<file path="src/hw/rtl/dqp_pkg.sv">
package dqp_pkg;

  // One character of the address string
  typedef struct packed {
    logic [7:0] char_byte;
    logic       start_of_string;
  } in_item_t;

  // One parse result
  typedef struct packed {
    logic [31:0] ip_address;
    logic        parse_ok;
  } out_item_t;

  localparam logic [7:0] CHAR_ZERO = 8'h30;  // '0'
  localparam logic [7:0] CHAR_NINE = 8'h39;  // '9'
  localparam logic [7:0] CHAR_DOT  = 8'h2E;  // '.'

  localparam logic [8:0] OCTET_MAX = 9'd255;
  localparam logic [8:0] OCTET_SAT = 9'd256;
  localparam logic [1:0] LAST_FIELD = 2'd3;

endpackage

</file>
<file path="src/hw/rtl/dotted_quad_ipv4_parser.sv">
// Dotted-quad IPv4 address parser. Takes one ASCII character per transfer;
// start_of_string marks the first character of a new string and clears the
// parse. Four decimal fields separated by dots are read, an empty field
// counting as zero. One result is given at the first non-digit ending a
// field when: the field exceeds 255 (address 0, parse_ok 0); field one to
// three is not ended by a dot (address 0, parse_ok 0); or the fourth field
// ends (packed address, first octet in bits 31:24, parse_ok 1). Further
// characters are ignored until the next start_of_string. After reset the
// block is ready to parse, as if a string had just begun.
// Rate: one character per clock cycle, sustained while the result queue
// is not full. A taken character sits in the input register while the
// parse step works on it, and any result is written into the two-entry
// result queue when the character leaves that register. in_stall rises
// only when the result queue is full and a character is waiting in the
// input register.
module dotted_quad_ipv4_parser (
  input  logic               clk,
  input  logic               rst_n,
  input  logic               in_valid,
  output logic               in_stall,
  input  dqp_pkg::in_item_t  in_item,
  output logic               out_valid,
  input  logic               out_stall,
  output dqp_pkg::out_item_t out_item
);

  logic               item_valid;
  dqp_pkg::in_item_t  item;
  logic               advance;
  logic               res_valid;
  dqp_pkg::out_item_t res;
  logic               q_full;

  // The held character is parsed once there is room for a possible result
  assign advance = item_valid && !q_full;

  dqp_in_stage u_in_stage (
    .clk        (clk),
    .rst_n      (rst_n),
    .in_valid   (in_valid),
    .in_stall   (in_stall),
    .in_item    (in_item),
    .advance    (advance),
    .item_valid (item_valid),
    .item       (item)
  );

  // Parse state and the per-character step
  dqp_step u_step (
    .clk       (clk),
    .rst_n     (rst_n),
    .advance   (advance),
    .item      (item),
    .res_valid (res_valid),
    .res       (res)
  );

  // Result register plus skid entry
  dqp_out_queue u_out_queue (
    .clk       (clk),
    .rst_n     (rst_n),
    .push      (advance && res_valid),
    .push_item (res),
    .full      (q_full),
    .out_valid (out_valid),
    .out_stall (out_stall),
    .out_item  (out_item)
  );

endmodule

</file>
<file path="src/hw/rtl/dqp_in_stage.sv">
module dqp_in_stage (
  input  logic              clk,
  input  logic              rst_n,
  input  logic              in_valid,
  output logic              in_stall,
  input  dqp_pkg::in_item_t in_item,
  input  logic              advance,
  output logic              item_valid,
  output dqp_pkg::in_item_t item
);

  logic              valid_r;
  logic              valid_nxt;
  dqp_pkg::in_item_t item_r;
  logic              load;

  // blocked only while a held character cannot move on
  assign in_stall  = valid_r && !advance;
  assign load      = in_valid && !in_stall;
  assign valid_nxt = load ? 1'b1 : (advance ? 1'b0 : valid_r);

  always_ff @(posedge clk) begin
    if (!rst_n) begin
      valid_r <= 1'b0;
    end else begin
      valid_r <= valid_nxt;
    end
  end

  always_ff @(posedge clk) begin
    if (load) begin
      item_r <= in_item;
    end
  end

  assign item_valid = valid_r;
  assign item       = item_r;

endmodule

</file>
<file path="src/hw/rtl/dqp_step.sv">
module dqp_step (
  input  logic               clk,
  input  logic               rst_n,
  input  logic               advance,
  input  dqp_pkg::in_item_t  item,
  output logic               res_valid,
  output dqp_pkg::out_item_t res
);

  logic [1:0]  field_index_r, field_index_nxt;
  logic [8:0]  octet_value_r, octet_value_nxt;
  logic [23:0] address_so_far_r, address_so_far_nxt;
  logic        finished_r, finished_nxt;

  // state as seen by this character (start clears first)
  logic [1:0]  fi;
  logic [8:0]  ov;
  logic [23:0] addr;
  logic        fin;
  logic        is_digit;
  logic [11:0] acc;

  always_comb begin
    fi   = item.start_of_string ? 2'd0  : field_index_r;
    ov   = item.start_of_string ? 9'd0  : octet_value_r;
    addr = item.start_of_string ? 24'd0 : address_so_far_r;
    fin  = item.start_of_string ? 1'b0  : finished_r;

    is_digit = (item.char_byte >= dqp_pkg::CHAR_ZERO) &&
               (item.char_byte <= dqp_pkg::CHAR_NINE);
    acc = ({3'd0, ov} << 3) + ({3'd0, ov} << 1) +
          {8'd0, item.char_byte[3:0]};

    field_index_nxt    = fi;
    octet_value_nxt    = ov;
    address_so_far_nxt = addr;
    finished_nxt       = fin;
    res_valid          = 1'b0;
    res.ip_address     = 32'd0;
    res.parse_ok       = 1'b0;

    if (!fin) begin
      if (is_digit) begin
        octet_value_nxt = (acc > {3'd0, dqp_pkg::OCTET_MAX}) ? dqp_pkg::OCTET_SAT
                                                             : acc[8:0];
      end else if (ov > dqp_pkg::OCTET_MAX) begin
        res_valid    = 1'b1;
        finished_nxt = 1'b1;
      end else if (fi != dqp_pkg::LAST_FIELD) begin
        if (item.char_byte == dqp_pkg::CHAR_DOT) begin
          address_so_far_nxt = {addr[15:0], ov[7:0]};
          field_index_nxt    = fi + 2'd1;
          octet_value_nxt    = 9'd0;
        end else begin
          res_valid    = 1'b1;
          finished_nxt = 1'b1;
        end
      end else begin
        res_valid      = 1'b1;
        res.ip_address = {addr, ov[7:0]};
        res.parse_ok   = 1'b1;
        finished_nxt   = 1'b1;
      end
    end
  end

  always_ff @(posedge clk) begin
    if (!rst_n) begin
      field_index_r    <= 2'd0;
      octet_value_r    <= 9'd0;
      address_so_far_r <= 24'd0;
      finished_r       <= 1'b0;
    end else if (advance) begin
      field_index_r    <= field_index_nxt;
      octet_value_r    <= octet_value_nxt;
      address_so_far_r <= address_so_far_nxt;
      finished_r       <= finished_nxt;
    end
  end

endmodule

</file>
<file path="src/hw/rtl/dqp_out_queue.sv">
module dqp_out_queue (
  input  logic               clk,
  input  logic               rst_n,
  input  logic               push,
  input  dqp_pkg::out_item_t push_item,
  output logic               full,
  output logic               out_valid,
  input  logic               out_stall,
  output dqp_pkg::out_item_t out_item
);

  dqp_pkg::out_item_t mem_r [2];
  logic       wr_ptr_r, wr_ptr_nxt;
  logic       rd_ptr_r, rd_ptr_nxt;
  logic [1:0] count_r, count_nxt;
  logic       pop;

  assign full      = (count_r == 2'd2);
  assign out_valid = (count_r != 2'd0);
  assign out_item  = mem_r[rd_ptr_r];
  assign pop       = out_valid && !out_stall;

  always_comb begin
    wr_ptr_nxt = push ? ~wr_ptr_r : wr_ptr_r;
    rd_ptr_nxt = pop  ? ~rd_ptr_r : rd_ptr_r;
    count_nxt  = count_r + {1'b0, push} - {1'b0, pop};
  end

  always_ff @(posedge clk) begin
    if (!rst_n) begin
      wr_ptr_r <= 1'b0;
      rd_ptr_r <= 1'b0;
      count_r  <= 2'd0;
    end else begin
      wr_ptr_r <= wr_ptr_nxt;
      rd_ptr_r <= rd_ptr_nxt;
      count_r  <= count_nxt;
    end
  end

  always_ff @(posedge clk) begin
    if (push) begin
      mem_r[wr_ptr_r] <= push_item;
    end
  end

endmodule

</file>
<file path="config.mk">
export PLATFORM = sky130hd
export DESIGN_NAME = dotted_quad_ipv4_parser
export DESIGN_NICKNAME = d
export VERILOG_FILES = /design/src/hw/rtl/dqp_pkg.sv /design/src/hw/rtl/dotted_quad_ipv4_parser.sv /design/src/hw/rtl/dqp_in_stage.sv /design/src/hw/rtl/dqp_step.sv /design/src/hw/rtl/dqp_out_queue.sv
export SDC_FILE = /design/constraint.sdc
export NUM_CORES = 1
export LEC_CHECK = 0
export ABC_AREA = 1
export BUFFER_PORTS_ARGS = -buffer_cell sky130_fd_sc_hd__buf_4
export CORE_ASPECT_RATIO = 0.6
export CORE_MARGIN = 3
export CORE_UTILIZATION = 25
export CTS_BUF_LIST = sky130_fd_sc_hd__clkbuf_16
export CTS_CLUSTER_SIZE = 16
export DETAILED_ROUTE_END_ITERATION = 16
export PLACE_DENSITY_LB_ADDON = 0.08
export SYNTH_ARGS = -nofsm -noshare
export SYNTH_HDL_FRONTEND = slang
export SYNTH_SLANG_ARGS = --single-unit
</file>
<file path="constraint.sdc">
create_clock -name clk -period 6.5 [get_ports clk]
set_clock_uncertainty 0.2 [all_clocks]
set_input_delay 0.325 -clock clk [delete_from_list [all_inputs] [get_ports clk]]
set_output_delay 0.325 -clock clk [all_outputs]
set_load 0.01 [all_outputs]
</file>
==> qor.yml, run 1 <==
finish:
  drive_gt1_share_pct: 19.8
  fin_util_pct: 31.6
  num-nets-final: 681
  fin_cells: 968
  syn_to_final_growth_pct: 23.4
  diodes: 0
critical_path:
  worstPathMaxFanout: 35
  cp.required_ns: 6.64
  critPathMaxStageDelay_ns: 0.48
  arrival_ns: 3.70
  worst_setup_path_end_kind: "flip-flop"
  start_kind: "flip-flop"
  slowest_stage: "edfxtp_1"
  ff2ff_setup_slack_ns: 2.95
  crit_type: "reg2reg"
  cpMostUsedCell: "nand2_1"
  cp_cell_sequence: "clkinv_1, buf_4, nand2_1, xor2_1, inv_1, ha_1, o21bai_1, ha_1, or2_1, nand3_1, nand2_1, nand2_1, nand2_1, nor2_2, nand4_1, a21oi_1"
pwr:
  power.leakage_uw: 0.00281
  sequentialPowerShare_pct: 39.1
  p_switching_uw: 631
  comb_power_share_pct: 20.1
  cellPowerDensity_nw_per_um2: 326
  p_sw_share_pct: 27.5
  p_clk_share_pct: 40.8
  internal_power_uw: 1660
  ir_worst_vdd_v: 0.000173
synthesis:
  syn-num-nets: 624
  async_flop_share_pct: 0
  syn_inst: 590
  synth_cell_types: 37
  synth_edf_count: 75
  yosysWarnings: 0
  ys_ff_latch: 117
  synth_ff_type: "edfxtp_1"
  synth_largest_area_cell: "edfxtp_1"
  synth_area_leaders: "edfxtp_1 (40%), dfxtp_1 (15%), nand2_1 (7.9%)"
  ys_seq_area_share_pct: 54.3
  avgSynthCellArea_um2: 9.65
  synth_top_area_share_pct: 39.5
  syn_area_um2: 5700
job:
  cap_violations: 0
sta:
  setup_viol: 0
  fin_tns_setup_ns: 0
  layout_setup_ws_ns: 2.95
  worstMarginPinSlew_ns: 1.05
  grt_setup_unrepaired: "false"
  timing.final.max_slew_violations: 0
  hold_viol: 0
  worst_hold_slack_ns: 0.0661
  finalCritPeriodShare_pct: 54.7
  fmax_ghz: 0.281
  relSlewSlack_pct: 29.7
  min_period_ns: 3.55
clock_network:
  worstSkewPairLatency_ns: 0.41
  cts.path.max_buffers: 2
  cts_tree: "yes"
  cts.clk_slew.worst_paths_ns: 0.06
  numCtsBuffers: 17
  cts_resized: 0
  htreeDepth: 4
  cts-root-buf: "clkbuf_16"
  cts_num_sinks: 117
run_status:
  outcome: "finished, final reports clean"
detailed_routing:
  drt-pass1-iter-count: 5
  drtIter0Drc: 173
  drc_errors: 0
  viasPerCell: 4.26
  wl_per_cell_um: 15.3
  num_vias: 4126
  wirelength_mm: 14.8
  ant_nets: 0
global_routing:
  grt_usage_pct: 12.5
  grt_max_degree: 36
  antenna_found_initial: 0
  grt_overflow_total: 0
  grt_pass1_wl_mm: 23.3
  grt_pass1_vias: 4000
floorplanning:
  start_util_pct: 25.6
  core_area_um2: 22200
  dieArea_um2: 24700
  io-pin-count: 48
  rows: 42
  dieWidth_um: 201
  die_y_um: 123
place:
  gp_congestion: 0.798
  dpl.hpwl_mm: 10.5
  dp_slack_ns: 2.93
  place_inst: 926
  io_buffers: 47
min_path:
  holdCritPathClass: "in2reg"
[worst max-delay path, delay by kind of cell, from the launching register on]
kind	cells	cell delay, ns
AOI/OAI and AO/OA	2	0.32
xor gates and xnor gates	1	0.18
adders and majority gates	2	0.52
buffers and inverters	3	0.47
DFF	1	0.48
and+or+nand+nor	8	1.30
[per-stage QoR]
stage               total power [uW]  area (um2)
floorplan                       1180        5700
global placement                1380        6340
detailed placement              1380        6340
CTS                             2330        7030
global route                    2420        7030
finish                          2290        7030
[timing repair]
item                                   4_1_cts  5_1_grt
setup endpoints to repair                    0        0
buffers inserted                             0        0
endpoints found under the hold margin       10        0
hold buffers                                10        0
[cells in the final DEF, fill, tap and decap left out, types with 2 or more instances in the layout]
master / n
bufinv_16: 3
o21ai_0: 20
inv_1: 68
ha_1: 20
xor2_1: 4
nor2_4: 2
buf_4: 52
nor2_2: 5
nand4_1: 7
dfxtp_1: 42
clkinv_1: 4
nand3_1: 19
nand2_4: 2
inv_2: 2
clkinv_4: 3
o21ai_1: 5
clkbuf_16: 17
a21oi_1: 56
xnor2_1: 2
or2_1: 2
nand2_1: 120
dlygate4sd3_1: 10
o211ai_1: 16
mux2_2: 33
nor2_1: 53
clkinv_2: 3
inv_6: 2
edfxtp_1: 75
[layer usage]
| metal | wire [um] | global-route usage (%) |
|---|---|---|
| met1 | 8740 | 20.3 |
| met2 | 5410 | 15.6 |
| met3 | 586 | 3.10 |
| met4 | 72 | 3.68 |
| met5 | 0 | 0 |
[worst paths after layout]
kind | startpoint | end | cells after the start
max | u_in_stage.item[0] | u_step.octet_value_r[4] | 16
min | rst_n | u_out_queue.count_r[0] | 3
max reg2reg | u_in_stage.item[0] | u_step.octet_value_r[4] | 16
min reg2reg | u_out_queue.rd_ptr_r | u_out_queue.rd_ptr_r | 1
[kinds of logic (layout without fill, tap and decap cells)]
logic type / Yosys count / after routing / synth area share [%]
fa+ha+maj: 21 / 21 / 4.75
flops: 117 / 117 / 54.3
compound gates: 100 / 100 / 9.64
xor+xnor: 6 / 6 / 0.923
mux: 33 / 33 / 6.52
buf+inv: 95 / 165 / 7.16
simple gates: 218 / 218 / 16.7
[state kept, by name, summed over array words and instances, names as in the netlist, named ones only]
| name | count |
|---|---|
| u_in_stage.item_valid | 1 |
| u_step.field_index_r | 2 |
| u_step.address_so_far_r | 24 |
| u_out_queue.mem_r | 66 |
| u_in_stage.item | 9 |
| u_out_queue.count_r | 2 |
| u_out_queue.rd_ptr_r | 1 |
| u_step.octet_value_r | 9 |
| u_out_queue.wr_ptr_r | 1 |
| u_step.finished_r | 1 |
[power by group through the flow]
stage | clock, uW | sequential (uW) | combinational (uW)
after global placement | 0 | 911 | 466
after global routing | 999 | 904 | 513
after detailed placement | 0 | 912 | 464
after floorplan | 0 | 896 | 289
after CTS | 963 | 897 | 472
final | 935 | 896 | 460
[layout make-up]
class / instances / area (um2)
clock inverter: 15 / 164
timing repair buffer: 62 / 490
multi-input combinational: 378 / 2200
fill: 2306 / 15200
clock buffer: 17 / 425
inverter: 71 / 269
tap: 308 / 385
sequential: 117 / 3090
[synth_stat cells, types with 6 or more instances]
master    instances
nand2_1         120
edfxtp_1         75
inv_1            66
a21oi_1          56
nor2_1           54
dfxtp_1          42
mux2_2           33
ha_1             20
o21ai_0          20
nand3_1          19
o211ai_1         16
clkbuf_1         15
nand4_1           7
buf_6             6
Power figures use the tool's default switching activity.
==> inputs of run 2 (changes only) <==
- ABC_AREA: 1 -> 0
- clock period: 6.5 -> 3.1 ns (I/O delays scaled with it)
==> run 2 against run 1 <==
The flow now finishes with violations (negative setup slack); utilization is 4.1 points higher; combinational power is 85% higher; first-iteration DRC count is 24% higher; sequential share of layout area is 1.6 points lower; clock-buffer cell count stayed put; routed wire length is 6.5% lower; final area is 3.7% higher.
==> qor.yml, run 2 <==
finish:
  syn_to_final_growth_pct: 37.5  # was 23.4%
  layout_common_cells: "buf_4 (86), edfxtp_1 (75), nor2_1 (54)"  # was nand2_1 (120), edfxtp_1 (75), inv_1 (68)
  largest_reg_flops: 66  # unchanged
  diodes: 0  # unchanged
  final_common_cell: "buf_4"  # was nand2_1
  fin_cells: 836  # was 968
  register_area_um2: 3090  # unchanged
  fillCellCount: 2026  # was 2306
  top_register: "u_out_queue.mem_r"  # unchanged
  drive_gt1_share_pct: 30.9  # was 19.8%
  num-nets-final: 584  # was 681
  stdcell_area_um2: 7290  # was 7030 um2
  reg.largest.list: "u_out_queue.mem_r x66, u_step.address_so_far_r x24"  # unchanged
  multi_input_area_um2: 2340  # was 2200 um2
floorplanning:
  die_y_um: 119  # was 123 um
  start_util_pct: 26.0  # was 25.6%
  dieWidth_um: 194  # was 201 um
  core_area_um2: 20400  # was 22200 um2
  dieArea_um2: 23100  # was 24700 um2
  rows: 40  # was 42
  io-pin-count: 48  # unchanged
global_routing:
  grt_overflow_total: 0  # unchanged
  grt_max_degree: 36  # unchanged
  grt_pass1_wl_mm: 21.6  # was 23.3 mm
  grt_pass1_vias: 3642  # was 4000
  grt_usage_pct: 12.3  # was 12.5%
  antenna_found_initial: 0  # unchanged
clock_network:
  cts-root-buf: "clkbuf_16"  # unchanged
  cts_num_sinks: 117  # unchanged
  numCtsBuffers: 17  # unchanged
  worstSkewPairLatency_ns: 0.40  # was 0.41 ns
  htreeDepth: 4  # unchanged
  cts.clk_slew.worst_paths_ns: 0.06  # about the same
  cts.path.max_buffers: 2  # unchanged
  cts_tree: "yes"  # unchanged
run_status:
  outcome: "complete, but fails checks"  # was finished, final reports clean
  violations: "negative setup slack"
place:
  placed_cell_area_um2: 6380  # was 6340 um2
  io_buffers: 47  # unchanged
  place_inst: 786  # was 926
  dpl.hpwl_mm: 9.88  # was 10.5 mm
  gp_congestion: 0.779  # was 0.798
synthesis:
  synth_ff_type: "edfxtp_1"  # unchanged
  syn_area_um2: 5300  # was 5700 um2
  synth_edf_count: 75  # unchanged
  yosysWarnings: 0  # unchanged
  syn-num-nets: 476  # was 624
  synth_area_leaders: "edfxtp_1 (42%), dfxtp_1 (16%), mux2_1 (6.4%)"  # was edfxtp_1 (40%), dfxtp_1 (15%), nand2_1 (7.9%)
  avgSynthCellArea_um2: 12.0  # was 9.65 um2
  ys_ff_latch: 117  # unchanged
  synth_cell_types: 53  # was 37
  netlist_top_cells_count: "edfxtp_1 (75), nor2_1 (57), dfxtp_1 (42), and2_1 (32), mux2_1 (30)"  # was nand2_1 (120), edfxtp_1 (75), inv_1 (66), a21oi_1 (56), nor2_1 (54)
  synth.most_common_cell: "edfxtp_1"  # was nand2_1
  async_flop_share_pct: 0  # unchanged
  syn_inst: 442  # was 590
  ys_seq_area_share_pct: 58.3  # was 54.3%
  synth_largest_area_cell: "edfxtp_1"  # unchanged
  synth_top_area_share_pct: 42.5  # was 39.5%
sta:
  finalCritPeriodShare_pct: 102  # was 54.7%
  fmax_ghz: 0.316  # was 0.281 GHz
  min_period_ns: 3.16  # was 3.55 ns
  fin_tns_setup_ns: -0.246  # was 0 ns
  hold_viol: 0  # unchanged
  layout_setup_ws_ns: -0.0629  # was 2.95 ns
  grt_setup_unrepaired: "true"  # was false
  worst_hold_slack_ns: 0.261  # was 0.0661 ns
  timing.final.max_slew_violations: 0  # unchanged
  relSlewSlack_pct: 50.5  # was 29.7%
  worstMarginPinSlew_ns: 0.742  # was 1.05 ns
  setup_viol: 7  # was 0
critical_path:
  crit_type: "reg2reg"  # unchanged
  worstPathMaxFanout: 5  # was 35
  ff2ff_setup_slack_ns: -0.06  # was 2.95 ns
  rr_worst_depth: 12  # was 16
  worst_setup_path_end_kind: "flip-flop"  # unchanged
  r2r-start: "u_in_stage.item[0]"  # unchanged
  r2r_end: "u_step.octet_value_r[8]"  # was u_step.octet_value_r[4]
  arrival_ns: 3.26  # was 3.70 ns
  start_kind: "flip-flop"  # unchanged
  cp.required_ns: 3.20  # was 6.64 ns
  worstSetupEndpoint: "u_step.octet_value_r[8]"  # was u_step.octet_value_r[4]
  setup.worst_path.start: "u_in_stage.item[0]"  # unchanged
pwr:
  cellPowerDensity_nw_per_um2: 627  # was 326 nW/um2
  power.leakage_uw: 0.00274  # was 0.00281 uW
  finalPower_uw: 4570  # was 2290 uW
  ir_worst_vdd_v: 0.000375  # was 0.000173 V
detailed_routing:
  viasPerCell: 4.50  # was 4.26
  wirelength_mm: 13.8  # was 14.8 mm
  drc_errors: 0  # unchanged
  wl_per_cell_um: 16.6  # was 15.3 um
  num_vias: 3761  # was 4126
  drt-pass1-iter-count: 4  # was 5
  drtIter0Drc: 215  # was 173
  ant_nets: 0  # unchanged
job:
  cap_violations: 0  # unchanged
min_path:
  whs_path_depth: 2  # was 3
  holdCritPathClass: "in2reg"  # unchanged
## run 2: cell count changes in the layout (fill, tap and decap cells not counted), moves of 8 or more
cell | before | now
ha_1 | 20 | 8
ha_4 | 0 | 12
mux2_2 | 33 | 3
a22oi_1 | 0 | 24
buf_4 | 52 | 86
inv_1 | 68 | 10
o21ai_0 | 20 | 12
a21oi_1 | 56 | 7
and2_1 | 0 | 32
o211ai_1 | 16 | 2
nand3_1 | 19 | 4
nand2_1 | 120 | 13
mux2_1 | 0 | 30
## run 2: per-layer routing
metal / part of all wire, % / global-route usage [%]
met5: 0 / 0
met4: 0.97 / 2.78
met3: 5.4 / 3.59
met2: 36 / 15.2
met1: 57 / 20.1
## run 2: what timing repair did
item                       4_1_cts  5_1_grt
setup endpoints to repair        9        9
resized for setup               28        4
gates cloned                     0        0
hold endpoints to repair        21        0
pin swaps                       17       11
buffers inserted                 5        1
hold buffers                    12        0
## run 2: worst min path at each step
stage	end	start
after global routing	u_in_stage.item[1]	in_item[1]
after CTS	u_in_stage.item[6]	in_item[6]
final	u_in_stage.item[4]	in_item[4]
after global placement	u_in_stage.item[1]	in_item[1]
after floorplan	u_in_stage.item[0]	in_item[0]
after detailed placement	u_in_stage.item[4]	in_item[4]
## run 2: area by class of cell
cell class,count,area share (%)
sequential,117,42.4
clock inverter,15,2.15
inverter,15,0.772
clock buffer,17,5.84
multi-input combinational,293,32.1
timing repair buffer,106,12.0
tap,273,4.69
## run 2: critical path, cell delays in order, from the launching register on
cell	delay, ns
edfxtp_1	0.41
buf_6	0.16
nand2b_4	0.15
xnor2_2	0.15
ha_4	0.15
a21o_1	0.19
ha_4	0.30
o21ai_4	0.06
or4_4	0.48
and2_4	0.16
a211oi_4	0.26
nand4_4	0.16
o211a_1	0.23
## run 2: cells by family after synthesis
| group | Yosys count | synth area share, % |
|---|---|---|
| xor gates and xnor gates | 8 | 1.32 |
| AOI/OAI and AO/OA | 80 | 10.8 |
| adders and majority gates | 21 | 5.10 |
| buffers and inverters | 32 | 2.29 |
| DFF | 117 | 58.3 |
| muxes | 35 | 7.41 |
| and+or+nand+nor | 149 | 14.7 |
## run 2: report_power, final
group | switching (uW) | leakage, uW | internal [uW]
Combinational | 443 | 0.00144 | 409
Sequential | 39.6 | 0.00104 | 1760
Clock | 733 | 0.000272 | 1180
Total | 1220 | 0.00274 | 3360
## run 2: through the flow
stage / worst slack (ns) / utilization, %
finish: -0.0629 / 35.7
global route: -0.178 / 35.7
CTS: -0.0813 / 35.5
detailed placement: -0.251 / 31.3
floorplan: -0.410 / -
global placement: -0.224 / 31.3
